**src/bedc_pkg.sv**
```systemverilog
// ----------------------------------------------------------------------------
// bedc_pkg
// Shared types and constants for the button edge and double-click detector.
// ----------------------------------------------------------------------------
package bedc_pkg;

  // Width of the level and mask fields
  localparam int unsigned LEVEL_WIDTH = 8;
  localparam int unsigned TIME_WIDTH  = 32;
  localparam int unsigned CFG_DATA_W  = 32;
  localparam int unsigned CFG_ADDR_W  = 3;

  // Register index taken from the word address bit
  localparam logic REG_WINDOW = 1'b0;

  // Reset value of the double-click window
  localparam logic [TIME_WIDTH-1:0] WINDOW_RESET = 32'd500;

  // Click count codes
  localparam logic [1:0] CNT_ZERO = 2'd0;
  localparam logic [1:0] CNT_ONE  = 2'd1;
  localparam logic [1:0] CNT_TWO  = 2'd2;

  // Input request
  typedef struct packed {
    logic [LEVEL_WIDTH-1:0] button_levels;
    logic [TIME_WIDTH-1:0]  now_time;
  } in_req_t;

  // Result request
  typedef struct packed {
    logic [LEVEL_WIDTH-1:0] down_mask;
    logic [LEVEL_WIDTH-1:0] up_mask;
    logic [LEVEL_WIDTH-1:0] held_mask;
    logic [LEVEL_WIDTH-1:0] double_click_mask;
  } out_req_t;

  // Per-button findings handed from a lane to the merge stage
  typedef struct packed {
    logic down;
    logic up;
    logic held;
    logic dbl;
  } lane_flags_t;

endpackage

```
**src/bedc_lane.sv**
```systemverilog
// ----------------------------------------------------------------------------
// bedc_lane
// One button: edge detection, click counter and first-click timestamp.
// ----------------------------------------------------------------------------
module bedc_lane
  import bedc_pkg::*;
(
  input  logic                  clk,
  input  logic                  rst_n,
  input  logic                  accept,
  input  logic                  level,
  input  logic [TIME_WIDTH-1:0] now_time,
  input  logic [TIME_WIDTH-1:0] window,
  output lane_flags_t           flags
);

  logic                  prev_r, prev_nxt;
  logic [1:0]            cnt_r, cnt_nxt;
  logic [TIME_WIDTH-1:0] first_r, first_nxt;

  logic                  is_down, is_up;
  logic [TIME_WIDTH-1:0] elapsed;
  logic                  expired, in_window;
  logic [1:0]            cnt_eff, cnt_base;

  // Edges against the previous sample
  assign is_down = level & ~prev_r;
  assign is_up   = prev_r & ~level;

  // Wrap-around elapsed time
  assign elapsed   = now_time - first_r;
  assign expired   = (elapsed >= window);
  assign in_window = (elapsed <= window);

  // An out-of-range count behaves as a full count
  assign cnt_eff  = (cnt_r > CNT_TWO) ? CNT_TWO : cnt_r;
  assign cnt_base = ((cnt_eff == CNT_ONE) && expired) ? CNT_ZERO : cnt_eff;

  // Count and timestamp update
  always_comb begin
    prev_nxt   = level;
    cnt_nxt    = cnt_eff;
    first_nxt  = first_r;
    flags.down = is_down;
    flags.held = prev_r & level;
    flags.up   = is_up;
    flags.dbl  = 1'b0;
    if (is_down) begin
      if (cnt_base == CNT_TWO) begin
        cnt_nxt = CNT_TWO;
      end else begin
        cnt_nxt = cnt_base + 2'd1;
      end
      if (cnt_base == CNT_ZERO) begin
        first_nxt = now_time;
      end
    end else if (is_up) begin
      if (cnt_eff == CNT_ONE) begin
        cnt_nxt = cnt_base;
      end else if (cnt_eff == CNT_TWO) begin
        // Second release: double click when still inside the window
        flags.dbl = in_window;
        flags.up  = ~in_window;
        cnt_nxt   = CNT_ZERO;
      end
    end
  end

  // Lane state, updated on each accepted sample
  always_ff @(posedge clk) begin
    if (!rst_n) begin
      prev_r  <= 1'b0;
      cnt_r   <= CNT_ZERO;
      first_r <= '0;
    end else if (accept) begin
      prev_r  <= prev_nxt;
      cnt_r   <= cnt_nxt;
      first_r <= first_nxt;
    end
  end

endmodule

```
**src/bedc_merge.sv**
```systemverilog
// ----------------------------------------------------------------------------
// bedc_merge
// Gathers lane findings into one result and holds it in a two-entry
// output buffer (output register plus skid register).
// ----------------------------------------------------------------------------
module bedc_merge
  import bedc_pkg::*;
(
  input  logic        clk,
  input  logic        rst_n,
  input  logic        accept,
  input  lane_flags_t flags [LEVEL_WIDTH],
  output logic        full,
  output logic        out_valid,
  input  logic        out_stall,
  output out_req_t    out_data
);

  out_req_t merged;
  out_req_t main_r, main_nxt;
  out_req_t skid_r, skid_nxt;
  logic     main_v_r, main_v_nxt;
  logic     skid_v_r, skid_v_nxt;
  logic     take;

  // Combine lane bits into masks
  always_comb begin
    for (int i = 0; i < LEVEL_WIDTH; i++) begin
      merged.down_mask[i]         = flags[i].down;
      merged.up_mask[i]           = flags[i].up;
      merged.held_mask[i]         = flags[i].held;
      merged.double_click_mask[i] = flags[i].dbl;
    end
  end

  assign take = main_v_r & ~out_stall;

  // Buffer control
  always_comb begin
    main_nxt   = main_r;
    skid_nxt   = skid_r;
    main_v_nxt = main_v_r;
    skid_v_nxt = skid_v_r;
    if (skid_v_r) begin
      if (take) begin
        main_nxt   = skid_r;
        skid_v_nxt = 1'b0;
      end
    end else if (accept) begin
      if (!main_v_r || take) begin
        main_nxt   = merged;
        main_v_nxt = 1'b1;
      end else begin
        skid_nxt   = merged;
        skid_v_nxt = 1'b1;
      end
    end else if (take) begin
      main_v_nxt = 1'b0;
    end
  end

  // Valid flags
  always_ff @(posedge clk) begin
    if (!rst_n) begin
      main_v_r <= 1'b0;
      skid_v_r <= 1'b0;
    end else begin
      main_v_r <= main_v_nxt;
      skid_v_r <= skid_v_nxt;
    end
  end

  // Payload
  always_ff @(posedge clk) begin
    main_r <= main_nxt;
    skid_r <= skid_nxt;
  end

  assign full      = skid_v_r;
  assign out_valid = main_v_r;
  assign out_data  = main_r;

endmodule

```
**src/button_edge_double_click_detector.sv**
```systemverilog
// ----------------------------------------------------------------------------
// button_edge_double_click_detector
// Per-button press/release/held detection with double-click recognition.
// ----------------------------------------------------------------------------
// Usage:
//   Input channel (in_valid / in_stall / in_data): one request per sample
//   tick with the button levels and a wrapping millisecond timestamp.
//   Result channel (out_valid / out_stall / out_data): one request per
//   accepted sample with down, up, held and double-click masks.
//   APB port: register 0 at byte address 0 is the double-click window
//   (reset 500); write only while the block is idle.
//   Throughput: one sample per cycle while in_stall is low; every button
//   lane decides its edge, count and timestamp in the same cycle, and the
//   merge stage registers the result.
//   Stall: a two-entry output buffer lets one more sample in while a result
//   waits; in_stall rises only once both entries are full.
//   Reset: levels, click counts, timestamps and buffer are cleared, and the
//   window returns to 500. Lanes above NUM_BUTTONS (or above 8) report zero.
// ----------------------------------------------------------------------------
module button_edge_double_click_detector
  import bedc_pkg::*;
#(
  parameter int unsigned NUM_BUTTONS = 8
) (
  input  logic                  clk,
  input  logic                  rst_n,
  // Sample input
  input  logic                  in_valid,
  output logic                  in_stall,
  input  in_req_t               in_data,
  // Result output
  output logic                  out_valid,
  input  logic                  out_stall,
  output out_req_t              out_data,
  // Configuration
  input  logic                  psel,
  input  logic                  penable,
  input  logic                  pwrite,
  input  logic [CFG_ADDR_W-1:0] paddr,
  input  logic [CFG_DATA_W-1:0] pwdata,
  output logic [CFG_DATA_W-1:0] prdata,
  output logic                  pready
);

  localparam int unsigned LANES = (NUM_BUTTONS < LEVEL_WIDTH) ? NUM_BUTTONS : LEVEL_WIDTH;

  logic [TIME_WIDTH-1:0] window_r;
  logic                  accept;
  logic                  full;
  lane_flags_t           flags [LEVEL_WIDTH];

  // Configuration register
  assign pready = 1'b1;
  assign prdata = (paddr[2] == REG_WINDOW) ? window_r : '0;

  always_ff @(posedge clk) begin
    if (!rst_n) begin
      window_r <= WINDOW_RESET;
    end else if (psel && penable && pwrite && (paddr[2] == REG_WINDOW)) begin
      window_r <= pwdata;
    end
  end

  // Input handshake
  assign in_stall = full;
  assign accept   = in_valid & ~full;

  // Button lanes
  for (genvar g = 0; g < LEVEL_WIDTH; g++) begin : g_lane
    if (g < LANES) begin : g_on
      bedc_lane u_lane (
        .clk      (clk),
        .rst_n    (rst_n),
        .accept   (accept),
        .level    (in_data.button_levels[g]),
        .now_time (in_data.now_time),
        .window   (window_r),
        .flags    (flags[g])
      );
    end else begin : g_off
      assign flags[g] = '0;
    end
  end

  // Merge and output buffer
  bedc_merge u_merge (
    .clk       (clk),
    .rst_n     (rst_n),
    .accept    (accept),
    .flags     (flags),
    .full      (full),
    .out_valid (out_valid),
    .out_stall (out_stall),
    .out_data  (out_data)
  );

endmodule
```
**config.mk**
```make
export PLATFORM = sky130hd
export DESIGN_NAME = button_edge_double_click_detector
export DESIGN_NICKNAME = d
export VERILOG_FILES = /design/src/bedc_pkg.sv /design/src/bedc_lane.sv /design/src/bedc_merge.sv /design/src/button_edge_double_click_detector.sv
export SDC_FILE = /design/constraint.sdc
export NUM_CORES = 2
export LEC_CHECK = 0
export BUFFER_PORTS_ARGS = -buffer_cell sky130_fd_sc_hd__buf_2
export CAP_MARGIN = 20
export CORE_AREA = 4 4 306 308
export DETAILED_ROUTE_END_ITERATION = 16
export DIE_AREA = 0 0 310 312
export SYNTH_ARGS = -nofsm -noshare
export SYNTH_HDL_FRONTEND = slang
export SYNTH_HIERARCHICAL = 1
export SYNTH_SLANG_ARGS = --single-unit
```
**constraint.sdc**
```tcl
create_clock -name clk -period 5.7 [get_ports clk]
set_input_delay 0.57 -clock clk [delete_from_list [all_inputs] [get_ports clk]]
set_output_delay 0.57 -clock clk [all_outputs]
set_load 0.1 [all_outputs]
```
# Word level (Yosys, flattened, before mapping)
# Cells that the tools add are included.
[op_classes] n_addsub=16 magnitude_cmp=24 eq_ne=26 n_mux=132 bitwise=54 n_reduce_logical=35
[op_table] operator="greater-or-equal comparator 32 bit" n=8
[op_table] operator="<= comparator 32 bit" n=8
[op_table] operator="subtractor 32 bit" n=8
[op_table] operator="2-to-1 mux 32 bit" n=5
[op_table] operator="2-to-1 mux 2 bit" n=56
[op_table] operator="2-to-1 mux 1 bit" n=71
[op_table] operator="AND reduction 3 bit" n=11
[op_table] operator="equality test 2 bit, second input constant" n=16
[op_table] operator="inverter 1 bit" n=28
[op_table] operator="AND 1 bit" n=26
[op_table] operator="adder 2 x 1 -> 2 bit, second input constant" n=8
[op_table] operator="equality test 2 x 1 -> 1 bit, second input constant" n=8
[op_table] operator="> comparator 2 bit, second input constant" n=8
[op_table] operator="zero test 2 bit" n=8
[op_table] operator="logical AND 1 bit" n=11
[op_table] operator="nonzero test 2 bit" n=3
[op_table] operator="!= test 2 x 1 -> 1 bit, second input constant" n=1
[op_table] operator="!= test 2 bit, second input constant" n=1
[op_table] operator="zero test 1 bit" n=1
[op_table] operator="logical OR 1 bit" n=1
[totals] regBits=378 inputBits=82 output_inout_bits=67 elab_cells=322

# Longest topological paths before layout
[logic_depth] depth_word=10 depth_mapped=25 mapped_depth_nobuf=24

# By module
# The synthesis kept the hierarchy.
[modules_own_cells] mod="bedc_lane (g_lane[3].g_on.u_lane ...)" n_inst=4 cells_each=544 area_per_inst_um2=3913.8
[modules_own_cells] mod="bedc_lane (g_lane[7].g_on.u_lane)" n_inst=1 cells_each=579 area_per_inst_um2=4244.1
[modules_own_cells] mod="bedc_lane (g_lane[1].g_on.u_lane)" n_inst=1 cells_each=566 area_per_inst_um2=4097.7
[modules_own_cells] mod="bedc_lane (g_lane[0].g_on.u_lane)" n_inst=1 cells_each=562 area_per_inst_um2=4060.1
[modules_own_cells] mod="bedc_lane (g_lane[2].g_on.u_lane)" n_inst=1 cells_each=527 area_per_inst_um2=3941.3
[modules_own_cells] mod="bedc_merge" n_inst=1 cells_each=113 area_per_inst_um2=2549.9
[modules_own_cells] mod="button_edge_double_click_detector" n_inst=1 cells_each=178 area_per_inst_um2=1574.0

# Worst setup path before layout
# OpenSTA, ideal clock, no wires.
[synth_path] kind="input to register" startpoint="input in_data[0] (netlist name)" endpoint="register g_lane[7].g_on.u_lane.first_r[10]" setup_time_ps=76 t_arrival_ps=4812 path_slack_ps=813 stages=22 n_path_buf=2 path_cell_list="inv_1 -> ha_1 -> fa_1 -> and2b_1 -> o211ai_2 -> a31oi_4 -> o21ba_4 -> a41oi_2 -> o41ai_2 -> xor2_1 -> ha_1 -> nand4_1 -> or4_1 -> nor3_1 -> nor3b_1 -> nand4_1 -> ha_1 -> and3_1 -> clkbuf_1 -> clkbuf_1 -> nand2_1 -> a21boi_0"
[synth_between] elab_chain_len=6
[synth_lines] element="start, declared" line_no="button_edge_double_click_detector.sv:30" text="input in_req_t in_data,"
[synth_lines] element="subtractor 32 bit" line_no="bedc_lane.sv:31" text="assign elapsed = now_time - first_r;"
[synth_lines] element="greater-or-equal comparator 32 bit" line_no="bedc_lane.sv:32" text="assign expired = (elapsed >= window);"
[synth_lines] element="logical AND 1 bit" line_no="bedc_lane.sv:37" text="assign cnt_base = ((cnt_eff == CNT_ONE) && expired) ? CNT_ZERO : cnt_eff;"
[synth_lines] element="2-to-1 mux 2 bit" line_no="bedc_lane.sv:37"
[synth_lines] element="zero test 2 bit" line_no="bedc_lane.sv:54" text="if (cnt_base == CNT_ZERO) begin"
[synth_lines] element="AND reduction 3 bit (no line)"
[synth_lines] element="end signal, assigned" line_no="bedc_lane.sv:78" text="first_r <= first_nxt;"
[synth_lines] element="end, declared" line_no="bedc_lane.sv:19" text="logic [TIME_WIDTH-1:0] first_r, first_nxt;"
# Every way passes these cells.
# A chain may end at the register's enable or synchronous reset.

# Worst setup path after layout
[layout_path] startpoint="register g_lane[4].g_on.u_lane.first_r[0]" endpoint="register g_lane[4].g_on.u_lane.first_r[24]"
[layout_between] elab_chain_len=6
[layout_lines] element="start, declared" line_no="bedc_lane.sv:19"
[layout_lines] element="start signal, assigned" line_no="bedc_lane.sv:78"
[layout_lines] element="subtractor 32 bit" line_no="bedc_lane.sv:31"
[layout_lines] element="greater-or-equal comparator 32 bit" line_no="bedc_lane.sv:32"
[layout_lines] element="logical AND 1 bit" line_no="bedc_lane.sv:37"
[layout_lines] element="2-to-1 mux 2 bit" line_no="bedc_lane.sv:37"
[layout_lines] element="zero test 2 bit" line_no="bedc_lane.sv:54"
[layout_lines] element="AND reduction 3 bit (no line)"
# Every way passes these cells.

==> impl_metrics.tcl <==
set metrics [dict create \
    r2r_cells 22 \
    holdPathStages 3 \
    synth_mux_area_share_pct 2.67 \
    hp-start "pwdata[15]" \
    cts-root-buf "clkbuf_16" \
    peakVddDrop_v 0.000243 \
    period_needed_ns 5.28 \
    grt_max_degree 184 \
    slew_headroom_pct 34.1 \
    grt_first_pass_wirelength_mm 168 \
    netlist.area_leader.share_pct 18.0 \
    insertion_delay_ns 0.63 \
    rr_startpoint "g_lane[4].g_on.u_lane/first_r[0]" \
    dr.pass1.iters 5 \
    post-route-cell-area_um2 40900 \
    cts_max_level 2 \
    core-area_um2 91100 \
    netlist-cell-type-count 106 \
    power_density_nw_per_um2 250 \
    gp_congestion 0.924 \
    grt_overflow_total 0 \
    grtUsageTotal_pct 21.7 \
    drive_gt1_share_pct 10.8 \
    synth_edf_count 64 \
    multiInputGateArea_um2 24900 \
    start_kind "flip-flop" \
    clkTransAtPathRegs_ns 0.06 \
    synthSimpleGateAreaFrac_pct 18.9 \
    fp.dieW_um 310 \
    synth_area_leaders "ha_1, dfxtp_1, nand2_1" \
    fin_crit_sh_pct 92.5 \
    placed_area_um2 39200 \
    first_iter_violations 1887 \
    ys_seq_area_share_pct 22.7 \
    worst_pin_slew_ns 0.987 \
    area_delta_synth_final_pct 13.3 \
    cp.required_ns 6.23 \
    dp_hpwl_mm 84.8 \
    fin_skew_ns 0.0210 \
    cap_violations 0 \
    wire_per_inst_um 17.6 \
    cts_hold_buf 0 \
    clock-sinks 378 \
    synth_top_family_by_area "compound AO/OA/AOI/OAI gates" \
    nNetsFinal 5532 \
    max_freq_ghz 0.190 \
    r2r_setup_slack_ns 0.42 \
    finalSetupViolCount 0 \
    r2r-end "g_lane[4].g_on.u_lane/first_r[24]" \
    synth-adder-area-share_pct 18.5 \
    hp-class "in -> reg" \
    num_rows 111 \
    end_kind "flip-flop" \
    yosysTopAreaCell "ha_1" \
    antenna_found_initial 4 \
    hold_violations 0 \
    outcome "complete, no violations" \
    cts.repair.resized 0 \
    drcViolationCount 0 \
    viasPerCell 5.33 \
    synthXorXnorAreaFrac_pct 5.63 \
    cts_tree "yes" \
    die_y_um 312 \
    cts_setup_buffers 0 \
    rsz0062_at_grt "false" \
    syn_area_um2 36100 \
    worstSetupPathType "reg -> reg" \
    grt_pass1_vias 31400 \
    worst_hold_path.endpoint "window_r[15]" \
    synth-compound-area-share_pct 23.3 \
    start_util_pct 39.6 \
    synthCells 4701 \
    p_total_w 0.0102 \
    async_reset_ff_share_pct 0 \
    fill_cells 9298 \
    cts_buffer_depth 3 \
    p_leak_nw 16.5 \
    syn-num-nets 5311 \
    numCtsBuffers 51 \
    final-seq-area_um2 8210 \
    arrival_ns 5.81 \
    critPathMaxFanout 32 \
    ys.flop_type "dfxtp_1" \
    boundaryPins 149 \
    ys_ff_latch 378 \
    portBuffers 145 \
    vias 32800 \
    drtAntennaViolNets 0 \
    syn_area_per_cell_um2 7.68 \
    yosys_warnings 6 \
    drt-total-wl_mm 108 \
    die_area_um2 96700 \
    drv_slew 0 \
]
-- logic make-up (layout without fill, tap and decap cells) --
group	Yosys count	in the layout
flip-flops	378	378
AO/OA/AOI/OAI	1238	1238
buffers and inverters	745	1009
other	1	2
adder cells (fa/ha/maj)	528	528
multiplexers	81	81
XOR/XNOR	232	232
AND/OR/NAND/NOR	1498	1498
-- sequential cells by signal, indices dropped and copies added (netlist names) --
signal                      count
window_r                       32
g_lane.g_on.u_lane/prev_r       8
u_merge/out_data               32
g_lane.g_on.u_lane/cnt_r       16
g_lane.g_on.u_lane/first_r    256
u_merge/skid_r                 32
u_merge/out_valid               1
u_merge/full                    1
-- routing by layer --
layer | GRT usage, % | share of wire, % | up-vias
li1 | - | - | 16700
met1 | 28.7 | 46 | 15300
met2 | 37.7 | 47 | 642
met3 | 2.01 | 3.9 | 171
met4 | 6.32 | 3.0 | 2
met5 | 0 | 0.010 | -
-- through the flow --
| stage | instances | setup WS (ns) | setup TNS (ns) | hold WS, ns | utilization [%] |
|---|---|---|---|---|---|
| after floorplan | 4701 | 0.813 | 0 | 0.435 | - |
| after global placement | 6054 | -0.170 | -5.51 | 0.441 | 43.0 |
| after detailed placement | 6054 | -0.196 | -8.84 | 0.446 | 43.0 |
| after CTS | 6150 | 0.467 | 0 | 0.154 | 44.9 |
| after global routing | 6151 | 0.0984 | 0 | 0.182 | 44.9 |
| final | 6152 | 0.425 | 0 | 0.196 | 44.9 |
-- where the power goes --
group / internal [W] / switching [W] / total, W
logic: 0.00160 / 0.00235 / 0.00395
registers: 0.00287 / 0.0000986 / 0.00297
clock network: 0.00197 / 0.00132 / 0.00329
total: 0.00644 / 0.00377 / 0.0102
-- cells in the final DEF, fill, tap and decap left out, drive strengths merged, types with 84 or more instances in the layout --
cell type  synthesis  final
inv              589    590
nand4             94     94
nor2             189    189
xnor2            149    149
a21oi            334    334
nand3             84     84
nand2            806    806
dfxtp            314    314
o21ai            198    198
ha               520    520
buf               39    323
nor2b            104    104
a21o             110    110
a21boi           264    264
-- final cells by class --
class,count,area share (%)
diodes,1,0.00612
repair buffers,323,5.77
clock buffers,72,3.58
clock inverters,24,0.599
multi-input cells,3578,60.9
inverters,590,5.41
flip-flops and latches,378,20.1
well taps,1186,3.63
-- worst max-delay path: stages (launching register included) --
cell and delay, ns:
dfxtp_1 0.33, ha_1 0.18, fa_1 0.19, and2b_1 0.20
o211ai_2 0.17, a32o_2 0.24, a22oi_2 0.06, buf_4 0.18
o31a_1 0.30, or3_1 0.35, and3_1 0.17, ha_1 0.30
nand4_1 0.15, nor4_2 0.47, nand4_1 0.32, o31a_1 0.39
o221a_2 0.17, nand3_1 0.13, ha_1 0.17, and3_1 0.20
buf_12 0.20, nand2_1 0.08, a21boi_0 0.16
-- Yosys cell counts (8+ instances only) --
| cell type | number |
|---|---|
| fa_1 | 8 |
| and3_1 | 27 |
| ha_1 | 520 |
| mux2_4 | 28 |
| o31ai_1 | 10 |
| a21oi_2 | 17 |
| xnor2_1 | 149 |
| a31oi_1 | 38 |
| o2111ai_1 | 10 |
| nand4_1 | 94 |
| nand2_1 | 805 |
| buf_4 | 9 |
| dfxtp_1 | 314 |
| nand3_1 | 84 |
| mux2_2 | 10 |
| o31a_1 | 9 |
| edfxtp_1 | 64 |
| o21a_1 | 55 |
| xor2_1 | 83 |
| clkbuf_1 | 116 |
| inv_1 | 589 |
| or3_1 | 13 |
| buf_2 | 15 |
| a211oi_1 | 41 |
| nor4_1 | 11 |
| and2_1 | 21 |
| a21oi_1 | 316 |
| a21boi_1 | 16 |
| a21boi_0 | 248 |
| o211ai_2 | 10 |
| nor2_1 | 188 |
| nor2b_1 | 102 |
| mux2i_1 | 43 |
| o21ai_1 | 56 |
| and4_1 | 9 |
| o21ai_0 | 141 |
| nand2b_1 | 45 |
| a21o_1 | 109 |
| a221oi_1 | 12 |
| buf_6 | 8 |
| o211ai_1 | 27 |
| o21bai_1 | 24 |
| nor3_1 | 59 |
-- how the worst max path moves through the flow --
stage / start / endpoint / cells past startpoint
3_3_place_gp: in_data[0] / g_lane[6].g_on.u_lane/first_r[24] / 24
3_5_place_dp: in_data[0] / g_lane[6].g_on.u_lane/first_r[4] / 24
6_report: g_lane[4].g_on.u_lane/first_r[0] / g_lane[4].g_on.u_lane/first_r[24] / 22
5_1_grt: g_lane[4].g_on.u_lane/first_r[9] / g_lane[4].g_on.u_lane/first_r[16] / 22
4_1_cts: in_data[0] / g_lane[6].g_on.u_lane/first_r[13] / 24
2_1_floorplan: in_data[0] / g_lane[7].g_on.u_lane/first_r[10] / 22
Power figures use the tool's default switching activity.
